`src/tty_line_discipline_assert.svh`:
```
// assertion macros shared by the tty line discipline rtl
`ifndef TTY_LINE_DISCIPLINE_ASSERT_SVH
`define TTY_LINE_DISCIPLINE_ASSERT_SVH

// condition must hold at every clock edge out of reset
`define TLD_ASSERT_ALWAYS(name, cond) \
    name: assert property (@(posedge clk) disable iff (!rst_n) (cond)) \
        else $error("tld assertion failed");

// consequent must hold in the same cycle as the antecedent
`define TLD_ASSERT_SAME(name, ante, cons) \
    name: assert property (@(posedge clk) disable iff (!rst_n) (ante) |-> (cons)) \
        else $error("tld assertion failed");

// consequent must hold in the cycle after the antecedent
`define TLD_ASSERT_NEXT(name, ante, cons) \
    name: assert property (@(posedge clk) disable iff (!rst_n) (ante) |=> (cons)) \
        else $error("tld assertion failed");

`endif

```
`src/tld_pkg.sv`:
```
// types and constants for the tty line discipline
`default_nettype none

package tld_pkg;

    localparam int BUF_DEPTH_DEFAULT = 64;
    localparam int DATA_W            = 8;
    localparam int LEN_W             = 6;
    localparam int KIND_W            = 2;
    localparam int APB_ADDR_W        = 3;
    localparam int APB_DATA_W        = 32;

    // special key codes
    localparam logic [DATA_W-1:0] KEY_NUL    = 8'd0;
    localparam logic [DATA_W-1:0] KEY_CTRL_C = 8'd3;
    localparam logic [DATA_W-1:0] KEY_CTRL_D = 8'd4;
    localparam logic [DATA_W-1:0] KEY_BS     = 8'd8;
    localparam logic [DATA_W-1:0] KEY_NL     = 8'd10;

    // operation codes
    localparam logic OP_KEY  = 1'b0;
    localparam logic OP_READ = 1'b1;

    // register select, taken from paddr bit 2
    localparam logic REG_LINE_MODE   = 1'b0;
    localparam logic REG_ECHO_ENABLE = 1'b1;

    typedef enum logic [KIND_W-1:0] {
        KIND_KEY   = 2'd0,
        KIND_DATA  = 2'd1,
        KIND_END   = 2'd2,
        KIND_BLOCK = 2'd3
    } kind_t;

    typedef enum logic [2:0] {
        ST_IDLE,
        ST_KEY,
        ST_DATA,
        ST_END,
        ST_BLOCK
    } state_t;

endpackage

`default_nettype wire

```
`src/tty_line_discipline.sv`:
```
// tty line discipline: key intake, line editing and reader drain over a ring buffer
//
// input channel (in_valid/in_ready) carries one word per item: operation picks a key
// byte or a read request of up to read_length bytes
// output channel (out_valid/out_ready) carries result words; last marks the final
// word of an item
// a key or would-block item loads its word in st_key or st_block when slot_free
// a read item fetches the head byte on acceptance, then loads one data word per
// cycle from st_data while the output register is free, and the end word from
// st_end; a ctrl-d that stops it yields no data word; the ring ram read
// port sets the pace, fetching the next byte while the current one is handed over
// an empty buffer gives a single would-block word; a ctrl-d at the head stops the
// drain and is consumed only when nothing was delivered before it
// one item is worked on at a time; in_ready is high only between items, but a
// finished word may still wait in the output register while the next item is taken
// a stalled receiver simply holds the block in its current step; nothing is lost
// reset empties the buffer and sets line mode and echo on; the ring ram itself is
// not cleared since only written bytes are ever read
// configuration goes through the apb port: line_mode at 0x0, echo_enable at 0x4
`default_nettype none

module tty_line_discipline #(
    parameter int BUF_DEPTH = tld_pkg::BUF_DEPTH_DEFAULT
) (
    input  wire logic                           clk,
    input  wire logic                           rst_n,
    // apb configuration
    input  wire logic                           psel,
    input  wire logic                           penable,
    input  wire logic                           pwrite,
    input  wire logic [tld_pkg::APB_ADDR_W-1:0] paddr,
    input  wire logic [tld_pkg::APB_DATA_W-1:0] pwdata,
    output logic      [tld_pkg::APB_DATA_W-1:0] prdata,
    output logic                                pready,
    // input words
    input  wire logic                           in_valid,
    output logic                                in_ready,
    input  wire logic                           operation,
    input  wire logic [tld_pkg::DATA_W-1:0]     key_byte,
    input  wire logic [tld_pkg::LEN_W-1:0]      read_length,
    // result words
    output logic                                out_valid,
    input  wire logic                           out_ready,
    output logic      [tld_pkg::KIND_W-1:0]     result_kind,
    output logic      [tld_pkg::DATA_W-1:0]     data_byte,
    output logic                                echo_valid,
    output logic      [tld_pkg::DATA_W-1:0]     echo_byte,
    output logic                                wake_reader,
    output logic      [tld_pkg::LEN_W-1:0]      bytes_read,
    output logic                                last
);

    import tld_pkg::*;

    `include "tty_line_discipline_assert.svh"

    localparam int IDX_W = $clog2(BUF_DEPTH);
    localparam logic [IDX_W-1:0] FILL_MAX = IDX_W'(BUF_DEPTH - 1);
    localparam logic [IDX_W:0]   DEPTH_EXT = (IDX_W + 1)'(BUF_DEPTH);

    // control state
    state_t            state_reg, state_next;
    logic [IDX_W-1:0]  read_index_reg, read_index_next;
    logic [IDX_W-1:0]  fill_count_reg, fill_count_next;
    logic              line_mode_reg, line_mode_next;
    logic              echo_enable_reg, echo_enable_next;
    logic              out_valid_reg, out_valid_next;

    // per item working values
    logic [LEN_W-1:0]  want_reg, want_next;
    logic [LEN_W-1:0]  got_reg, got_next;
    logic              key_ev_reg, key_ev_next;
    logic [DATA_W-1:0] key_eb_reg, key_eb_next;
    logic              key_wake_reg, key_wake_next;

    // output word register
    kind_t             kind_reg, kind_next;
    logic [DATA_W-1:0] data_reg, data_next;
    logic              ev_reg, ev_next;
    logic [DATA_W-1:0] eb_reg, eb_next;
    logic              wake_reg, wake_next;
    logic [LEN_W-1:0]  count_reg, count_next;
    logic              last_reg, last_next;

    // ring ram ports
    logic              mem_we;
    logic [IDX_W-1:0]  mem_waddr;
    logic              mem_re;
    logic [IDX_W-1:0]  mem_raddr;
    logic [DATA_W-1:0] mem_rdata;

    // helpers
    logic              cfg_write;
    logic              slot_free;
    logic [IDX_W:0]    tail_sum;
    logic [IDX_W-1:0]  tail_pos;
    logic [IDX_W-1:0]  head_inc;
    logic [LEN_W-1:0]  got_inc;
    logic              is_discard;
    logic              is_erase;
    logic              store_ok;
    logic              erase_ok;

    tld_ram #(
        .WIDTH (DATA_W),
        .DEPTH (BUF_DEPTH)
    ) u_ring (
        .clk   (clk),
        .we    (mem_we),
        .waddr (mem_waddr),
        .wdata (key_byte),
        .re    (mem_re),
        .raddr (mem_raddr),
        .rdata (mem_rdata)
    );

    // apb side: always ready, registers selected by address bit 2
    assign pready    = 1'b1;
    assign cfg_write = psel && penable && pwrite;
    assign prdata    = {{(APB_DATA_W-1){1'b0}},
                        (paddr[2] == REG_ECHO_ENABLE) ? echo_enable_reg : line_mode_reg};

    // tail position for a new key, head position after one byte is taken
    assign tail_sum  = {1'b0, read_index_reg} + {1'b0, fill_count_reg};
    assign tail_pos  = (tail_sum >= DEPTH_EXT) ? IDX_W'(tail_sum - DEPTH_EXT)
                                               : tail_sum[IDX_W-1:0];
    assign head_inc  = (read_index_reg == FILL_MAX) ? '0 : read_index_reg + 1'b1;
    assign got_inc   = got_reg + 1'b1;
    assign mem_waddr = tail_pos;

    // key classification
    assign is_discard = (key_byte == KEY_CTRL_C) || (key_byte == KEY_NUL);
    assign is_erase   = (key_byte == KEY_BS) && line_mode_reg;
    assign store_ok   = !is_discard && !is_erase && (fill_count_reg != FILL_MAX);
    assign erase_ok   = is_erase && (fill_count_reg != '0);

    // the output register may be loaded when empty or being emptied
    assign slot_free = !out_valid_reg || out_ready;

    always_comb
    begin
        state_next       = state_reg;
        read_index_next  = read_index_reg;
        fill_count_next  = fill_count_reg;
        line_mode_next   = line_mode_reg;
        echo_enable_next = echo_enable_reg;
        want_next        = want_reg;
        got_next         = got_reg;
        key_ev_next      = key_ev_reg;
        key_eb_next      = key_eb_reg;
        key_wake_next    = key_wake_reg;
        out_valid_next   = out_valid_reg && !out_ready;
        kind_next        = kind_reg;
        data_next        = data_reg;
        ev_next          = ev_reg;
        eb_next          = eb_reg;
        wake_next        = wake_reg;
        count_next       = count_reg;
        last_next        = last_reg;
        mem_we           = 1'b0;
        mem_re           = 1'b0;
        mem_raddr        = read_index_reg;
        in_ready         = 1'b0;

        if (cfg_write)
        begin
            case (paddr[2])
                REG_LINE_MODE:   line_mode_next   = pwdata[0];
                REG_ECHO_ENABLE: echo_enable_next = pwdata[0];
                default:         line_mode_next   = line_mode_reg;
            endcase
        end

        case (state_reg)
            ST_IDLE:
            begin
                in_ready = 1'b1;
                if (in_valid)
                begin
                    if (operation == OP_KEY)
                    begin
                        mem_we        = store_ok;
                        key_ev_next   = echo_enable_reg && (store_ok || erase_ok);
                        key_eb_next   = !echo_enable_reg ? KEY_NUL
                                      : store_ok ? key_byte
                                      : erase_ok ? KEY_BS : KEY_NUL;
                        key_wake_next = store_ok && ((key_byte == KEY_NL) ||
                                        (key_byte == KEY_CTRL_D) || !line_mode_reg);
                        if (store_ok)
                        begin
                            fill_count_next = fill_count_reg + 1'b1;
                        end
                        else if (erase_ok)
                        begin
                            fill_count_next = fill_count_reg - 1'b1;
                        end
                        state_next = ST_KEY;
                    end
                    else
                    begin
                        // fetch the head byte straight away
                        mem_re    = 1'b1;
                        want_next = read_length;
                        got_next  = '0;
                        if (fill_count_reg == '0)
                        begin
                            state_next = ST_BLOCK;
                        end
                        else if (read_length == '0)
                        begin
                            state_next = ST_END;
                        end
                        else
                        begin
                            state_next = ST_DATA;
                        end
                    end
                end
            end

            ST_KEY:
            begin
                if (slot_free)
                begin
                    out_valid_next = 1'b1;
                    kind_next      = KIND_KEY;
                    data_next      = '0;
                    ev_next        = key_ev_reg;
                    eb_next        = key_eb_reg;
                    wake_next      = key_wake_reg;
                    count_next     = '0;
                    last_next      = 1'b1;
                    state_next     = ST_IDLE;
                end
            end

            ST_DATA:
            begin
                if (mem_rdata == KEY_CTRL_D)
                begin
                    // ctrl-d ends the read, consumed only at the start
                    if (got_reg == '0)
                    begin
                        read_index_next = head_inc;
                        fill_count_next = fill_count_reg - 1'b1;
                    end
                    state_next = ST_END;
                end
                else if (slot_free)
                begin
                    out_valid_next  = 1'b1;
                    kind_next       = KIND_DATA;
                    data_next       = mem_rdata;
                    ev_next         = 1'b0;
                    eb_next         = '0;
                    wake_next       = 1'b0;
                    count_next      = '0;
                    last_next       = 1'b0;
                    read_index_next = head_inc;
                    fill_count_next = fill_count_reg - 1'b1;
                    got_next        = got_inc;
                    // prefetch the following byte
                    mem_re          = 1'b1;
                    mem_raddr       = head_inc;
                    if ((got_inc == want_reg) || (fill_count_reg == IDX_W'(1)))
                    begin
                        state_next = ST_END;
                    end
                end
            end

            ST_END:
            begin
                if (slot_free)
                begin
                    out_valid_next = 1'b1;
                    kind_next      = KIND_END;
                    data_next      = '0;
                    ev_next        = 1'b0;
                    eb_next        = '0;
                    wake_next      = 1'b0;
                    count_next     = got_reg;
                    last_next      = 1'b1;
                    state_next     = ST_IDLE;
                end
            end

            ST_BLOCK:
            begin
                if (slot_free)
                begin
                    out_valid_next = 1'b1;
                    kind_next      = KIND_BLOCK;
                    data_next      = '0;
                    ev_next        = 1'b0;
                    eb_next        = '0;
                    wake_next      = 1'b0;
                    count_next     = '0;
                    last_next      = 1'b1;
                    state_next     = ST_IDLE;
                end
            end

            default:
            begin
                state_next = ST_IDLE;
            end
        endcase
    end

    // control registers
    always_ff @(posedge clk or negedge rst_n)
    begin
        if (!rst_n)
        begin
            state_reg       <= ST_IDLE;
            read_index_reg  <= '0;
            fill_count_reg  <= '0;
            line_mode_reg   <= 1'b1;
            echo_enable_reg <= 1'b1;
            out_valid_reg   <= 1'b0;
        end
        else
        begin
            state_reg       <= state_next;
            read_index_reg  <= read_index_next;
            fill_count_reg  <= fill_count_next;
            line_mode_reg   <= line_mode_next;
            echo_enable_reg <= echo_enable_next;
            out_valid_reg   <= out_valid_next;
        end
    end

    // payload registers
    always_ff @(posedge clk)
    begin
        want_reg     <= want_next;
        got_reg      <= got_next;
        key_ev_reg   <= key_ev_next;
        key_eb_reg   <= key_eb_next;
        key_wake_reg <= key_wake_next;
        kind_reg     <= kind_next;
        data_reg     <= data_next;
        ev_reg       <= ev_next;
        eb_reg       <= eb_next;
        wake_reg     <= wake_next;
        count_reg    <= count_next;
        last_reg     <= last_next;
    end

    assign out_valid   = out_valid_reg;
    assign result_kind = kind_reg;
    assign data_byte   = data_reg;
    assign echo_valid  = ev_reg;
    assign echo_byte   = eb_reg;
    assign wake_reader = wake_reg;
    assign bytes_read  = count_reg;
    assign last        = last_reg;

    // buffer never holds more than depth minus one bytes
    `TLD_ASSERT_ALWAYS(a_fill_bound, fill_count_reg <= FILL_MAX)
    // a ctrl-d is never handed to the reader as data
    `TLD_ASSERT_SAME(a_no_eof_data, out_valid_reg && (kind_reg == KIND_DATA),
                     data_reg != KEY_CTRL_D)
    // every key word closes its item
    `TLD_ASSERT_SAME(a_key_last, out_valid_reg && (kind_reg == KIND_KEY), last_reg)
    // a read on an empty buffer goes to the would-block step
    `TLD_ASSERT_NEXT(a_empty_block,
                     in_valid && in_ready && (operation == OP_READ) &&
                     (fill_count_reg == '0),
                     state_reg == ST_BLOCK)

endmodule

`default_nettype wire

```
`src/tld_ram.sv`:
```
// generic single write port ram with registered read
`default_nettype none

module tld_ram #(
    parameter int WIDTH = 8,
    parameter int DEPTH = 64
) (
    input  wire logic                     clk,
    input  wire logic                     we,
    input  wire logic [$clog2(DEPTH)-1:0] waddr,
    input  wire logic [WIDTH-1:0]         wdata,
    input  wire logic                     re,
    input  wire logic [$clog2(DEPTH)-1:0] raddr,
    output logic      [WIDTH-1:0]         rdata
);

    logic [WIDTH-1:0] mem [DEPTH];

    always_ff @(posedge clk)
    begin
        if (we)
        begin
            mem[waddr] <= wdata;
        end
        if (re)
        begin
            rdata <= mem[raddr];
        end
    end

endmodule

`default_nettype wire
```
`config.mk`:
```
export PLATFORM = sky130hd
export DESIGN_NAME = tty_line_discipline
export DESIGN_NICKNAME = d
export VERILOG_FILES = /design/src/tld_pkg.sv /design/src/tty_line_discipline.sv /design/src/tld_ram.sv
export VERILOG_INCLUDE_DIRS = /design/src /design/src/src
export SDC_FILE = /design/constraint.sdc
export NUM_CORES = 1
export LEC_CHECK = 0
export ABC_AREA = 1
export BUFFER_PORTS_ARGS = -buffer_cell sky130_fd_sc_hd__clkbuf_2
export CORE_UTILIZATION = 35
export CTS_CLUSTER_DIAMETER = 40
export DETAILED_ROUTE_END_ITERATION = 8
export HOLD_SLACK_MARGIN = 0.03
export SYNTH_ARGS = -nofsm -noshare
export SYNTH_HDL_FRONTEND = slang
export SYNTH_SLANG_ARGS = --single-unit
```
`constraint.sdc`:
```
create_clock -name clk -period 3.66 [get_ports clk]
set_clock_uncertainty 0.1 [all_clocks]
set_input_delay 0.732 -clock clk [delete_from_list [all_inputs] [get_ports clk]]
set_output_delay 0.732 -clock clk [all_outputs]
set_load 0.02 [all_outputs]
```
# Word-level counts from Yosys, hierarchy flattened
# Memory sizes are Yosys's and may differ from the RTL's. A register that Yosys moved wholly into a read port is not among the register bits.
# Index checks and enable logic that the tools add are counted.
[totals]
elab_cells = 177
register_bits = 67
out_inout_bits = 62
n_memories = 1
latch_bits = 0
rom_bits = 0
inputBits = 57
ramBits = 512
[op_classes]
reduce_logical = 46
muxes = 76
shift = 0
mul = 0
addsub = 6
n_bitwise = 2
n_eq_ne = 27
order_cmp = 1
n_div = 0
[mem_list]
columns = ["memory", "words", "word_bits", "rd", "rd_clocked_by_memory_dff", "write_ports", "line_no", "rtl"]
rows = [
  ["u_ring.mem", 64, 8, 1, 1, 1, "tld_ram.sv:17", "logic [WIDTH-1:0] mem [DEPTH];"],
]
[ops]
columns = ["operator", "n"]
rows = [
  ["$mux 6", 21],
  ["$mux 8", 7],
  ["$pmux 6 s2", 2],
  ["$pmux 8 s3", 1],
  ["$mux 1", 23],
  ["$mux 3", 7],
  ["$add 6x1->6 const B", 3],
  ["$logic_not 6->1", 3],
  ["$pmux 6 s3", 1],
  ["$eq 8x3->1 const B", 2],
  ["$eq 8x4->1 const B", 2],
  ["$ne 2x2->1 const B", 8],
  ["$pmux 8 s2", 1],
  ["$ne 3x3->1 const B", 4],
  ["$reduce_and 3->1", 4],
  ["$reduce_and 6->1", 2],
  ["$sub 6x1->6 const B", 2],
  ["$mux 2", 5],
  ["$logic_and 1x1->1", 9],
  ["$pmux 3 s3", 1],
  ["$eq 8x2->1 const B", 1],
  ["$logic_not 8->1", 1],
  ["$pmux 2 s4", 1],
  ["$reduce_and 4->1", 2],
  ["25 further kinds", 45],
]

# Logic depth before layout (Yosys ltp)
[logic_depth]
word_depth = 10
ltp_mapped = 17
mapped_depth_nobuf = 16

# Modules after synthesis
# From an unflattened synthesis, not the netlist that was laid out.
[hier_totals]
hier_cells = 2293
hier_area_um2 = 25366.8
[by_module_without_submodules]
columns = ["module", "n_inst", "seq_area_each_um2", "area_each_um2", "cells_each"]
rows = [
  ["tld_ram", 1, 15615.0, 21371.7, 1822],
  ["tty_line_discipline", 1, 1924.3, 3995.1, 471],
]

# Worst setup path after synthesis
# Ideal clock, no wire load.
[synth_timing]
path_kind = "reg-to-reg"
startpoint = "register state_reg[0]"
endpoint = "memory u_ring.mem[48][0], enable pin"
path_buffers = 0
synth_period_minus_slack_ps = 3322
arrival_time_ps = 2851
setup_time_ps = 370
stages_incl_launch_ff = 10
setup_slack_ps = 338
required_ps = 3190
cell_sequence = "dfrtp_1 > nor2_1 > inv_1 > nor2_1 > inv_1 > nor3_1 > nand2_1 > nor2_1 > nand2_1 > nor2_1"
[synth_between]
elab_chain_cells = 4
[synth_lines]
columns = ["element", "line_no", "rtl"]
rows = [
  ["start: declaration", "tty_line_discipline.sv:62", "state_t state_reg, state_next;"],
  ["start signal: assignment", "tty_line_discipline.sv:325", "state_reg <= state_next;"],
  ["$logic_not 3->1", "tty_line_discipline.sv:174", "case (state_reg)"],
  ["$mux 1", "tty_line_discipline.sv:174", ""],
  ["$mux 1", "tld_ram.sv:21", "if (we)"],
  ["$mux 1 (not written as such)", "tld_ram.sv:23", "mem[waddr] <= wdata;"],
  ["end: declaration", "tld_ram.sv:17", ""],
]
# No other way between the ends.

# Worst setup path in the final report
[layout_timing]
startpoint = "register read_index_reg[2]"
endpoint = "memory u_ring.mem[39][6], enable pin"
[layout_between]
elab_chain_cells = 3
word_cells_on_any_way = 4
classes_between = "add/sub: 2; order compare: 1; mux: 1"
[layout_lines]
columns = ["element", "line_no", "rtl"]
rows = [
  ["start: declaration", "tty_line_discipline.sv:63", "logic [IDX_W-1:0] read_index_reg, read_index_next;"],
  ["start signal: assignment", "tty_line_discipline.sv:326", "read_index_reg <= read_index_next;"],
  ["$add 6x6->7 *", "tty_line_discipline.sv:124", "assign tail_sum = {1'b0, read_index_reg} + {1'b0, fill_count_reg};"],
  ["$sub 6x1->6 or $ge 7x7->1 (tied branches)", "tty_line_discipline.sv:125", "assign tail_pos = (tail_sum >= DEPTH_EXT) ? IDX_W'(tail_sum - DEPTH_EXT)"],
  ["$mux 6 *", "tty_line_discipline.sv:125", ""],
]
# Mark *: on every way between the ends. The rest lies on a longest branch, timed or not.

==> flow_summary.ini <==
[run_status]
status = complete, no violations

[place]
hpwl_um = 41600
portBuffers = 53
dp.cells = 3657
gp_congestion = 0.862

[yosys]
synth.ff_latch_count = 587
seq_area_frac_synth_pct = 65.6
syn_inst = 2635
ys_warn_count = 0
synth_top_area_share_pct = 63.9
ys_types = 41
synth_common_cells = 569 x edfxtp_1, 555 x nand3_1, 530 x nand2_1
synth.most_common_cell = edfxtp_1
synthFlopType = edfxtp_1
synth_edf_count = 569
synthArstFlopShare_pct = 3.07
syn_area_um2 = 26700
synth.avg_cell_area_um2 = 10.1
synth_top_cell_by_area = edfxtp_1
synthTopCellsByArea = edfxtp_1 64%, nand3_1 10%, nand2_1 7.4%

[clock_network]
cts_buffers = 88
clock_insertion_delay_worst_skew_ns = 0.64
cts.path.max_buffers = 3
cts_tree = built
clkTransAtPathRegs_ns = 0.05
cts_sinks = 587
clockRootBuffer = clkbuf_16
h-tree-depth = 3

[timing]
max_slew_margin_pct = 24.7
fin_setup_tns_ns = 0
rsz0062_at_grt = true
period_minus_slack_ns = 3.42
fmax_mhz = 293
finalSetupViolations = 0
worst_pin_slew_ns = 1.12
hold_viol = 0
slew_violations = 0
fin_crit_sh_pct = 93.4

[detailed_routing]
first_pass_iters = 7
num_vias = 18200
wire_per_inst_um = 18.0
via_per_inst = 4.78
antenna_left = 0
drt_iter0_drc = 1650
routed_wl_um = 68900
drc = 0

[global_routing]
antenna_found_initial = 2
grt-ovfl-total = 0
grt_max_degree = 81
grt_pass1_wl_um = 104000
grt_use_total_pct = 17.8
grt_pass1_vias = 17400

[worst_hold_path]
holdCritPathClass = in -> reg

[finish]
areaGrowthSynthToFinish_pct = 18.8
largest_register_ffs = 512
layout-drive-gt1-share_pct = 11.9
fin_util_pct = 42.4
antenna_cells = 0
fin_nets = 2849
fin_cells = 3818
top_register = u_ring.mem

[floorplanning]
die_y_um = 278
initial_core_util_pct = 35.7
die_area_um2 = 77500
core_um2 = 74900
fp-row-count = 100
pin_count = 119
die_w_um = 278

[pwr]
p_leak_nw = 13.5
total_power_w = 0.0286
ir_drop_mv = 0.716
power.density_nw_per_um2 = 901

[setup_path]
cp_max_fo = 8
required_ns = 3.88
worstSetupEndpointType = flip-flop
arrival_ns = 3.64
setup.worst_path.start_class = flip-flop
path_class = reg -> reg

[flow_run]
max_cap_violations = 0
[through the flow]
step / area [µm²] / hold slack (ns) / worst slack (ns)
6_report: 31800 / 0.216 / 0.242
5_1_grt: 31800 / 0.193 / -0.0577
4_1_cts: 31800 / 0.187 / 0.229
3_5_place_dp: 28700 / 0.429 / 0.155
3_3_place_gp: 28700 / 0.428 / 0.192
2_1_floorplan: 26800 / 0.336 / 0.338
[path summary, 6_finish.rpt]
kind	start	end	slack (ns)	cells past startpoint
min in group asynchronous	rst_n	read_index_reg[5]$_DFFE_PN0P_	0.52	2
max in group asynchronous	rst_n	echo_enable_reg$_DFFE_PN1P_	2.57	2
min reg2reg	key_eb_reg[6]$_SDFFCE_PN0P_	echo_byte[6]$_SDFFCE_PN0P_	0.44	2
max reg2reg	read_index_reg[2]$_DFFE_PN0P_	u_ring.mem[39][6]$_DFFE_PP_	0.24	12
min	read_length[2]	want_reg[2]$_DFFE_PP_	0.22	1
max	read_index_reg[2]$_DFFE_PN0P_	u_ring.mem[39][6]$_DFFE_PP_	0.24	12
[logic make-up (layout without fill, tap and decap cells)]
kind of cell / count (synthesis) / after routing / synth area share (%)
xor+xnor: 24 / 24 / 0.786
other cells: 2 / 32 / 0.0281
buf+inv: 673 / 857 / 10.4
fa+ha+maj: 13 / 13 / 0.637
flops: 587 / 587 / 65.6
compound gates: 61 / 61 / 1.32
simple gates: 1275 / 1275 / 21.2
[repair_timing]
item | in CTS | in global routing
setup endpoints to repair | 0 | 45
gates resized for setup | 0 | 6
hold buffers | 1 | 0
buffers inserted | 0 | 0
hold endpoints to repair | 16 | 0
[where the power goes]
| part | total, W | leakage [nW] | internal [W] | switching (W) |
|---|---|---|---|---|
| Sequential | 0.00825 | 5.36 | 0.00801 | 0.000248 |
| Combinational | 0.0116 | 6.62 | 0.00340 | 0.00823 |
| Clock | 0.00875 | 1.48 | 0.00560 | 0.00315 |
[layout make-up]
| class | instances | area (µm²) |
|---|---|---|
| inverters | 527 | 1980 |
| clock inverters | 61 | 807 |
| fillers | 6999 | 43200 |
| well taps | 969 | 1210 |
| multi-input cells | 1405 | 6600 |
| repair buffers | 170 | 1350 |
| clock buffers | 99 | 2290 |
| flip-flops and latches | 587 | 17500 |
[cell usage in the layout (no fill, tap or decap), types with 24 or more instances in the layout]
cell type	instances
clkbuf_2	49
nor2_1	130
inv_1	524
nand3b_1	32
conb_1	32
nand3_1	555
nand2_1	528
edfxtp_1	569
o21ai_0	24
buf_4	100
clkbuf_16	90
[worst max-delay path, cell delays in order, from the launching register on]
cell,delay [ns]
dfrtp_1,0.46
ha_1,0.39
a21o_1,0.20
a31oi_1,0.23
nor2_1,0.07
nor2_1,0.09
nor2_1,0.04
nor2_1,0.11
xnor2_1,0.33
and2_1,0.25
nand2_1,0.31
nor2_1,0.31
buf_4,0.23
[per-layer routing]
layer  global-route usage [%]  wire (µm)  vias up
li1                         -          -     8860
met1                     23.9      29800     8646
met2                     27.7      31600      590
met3                     4.63       5320      134
met4                     6.49       2210        4
met5                        0         27        -
(Power assumes the default switching activity.)
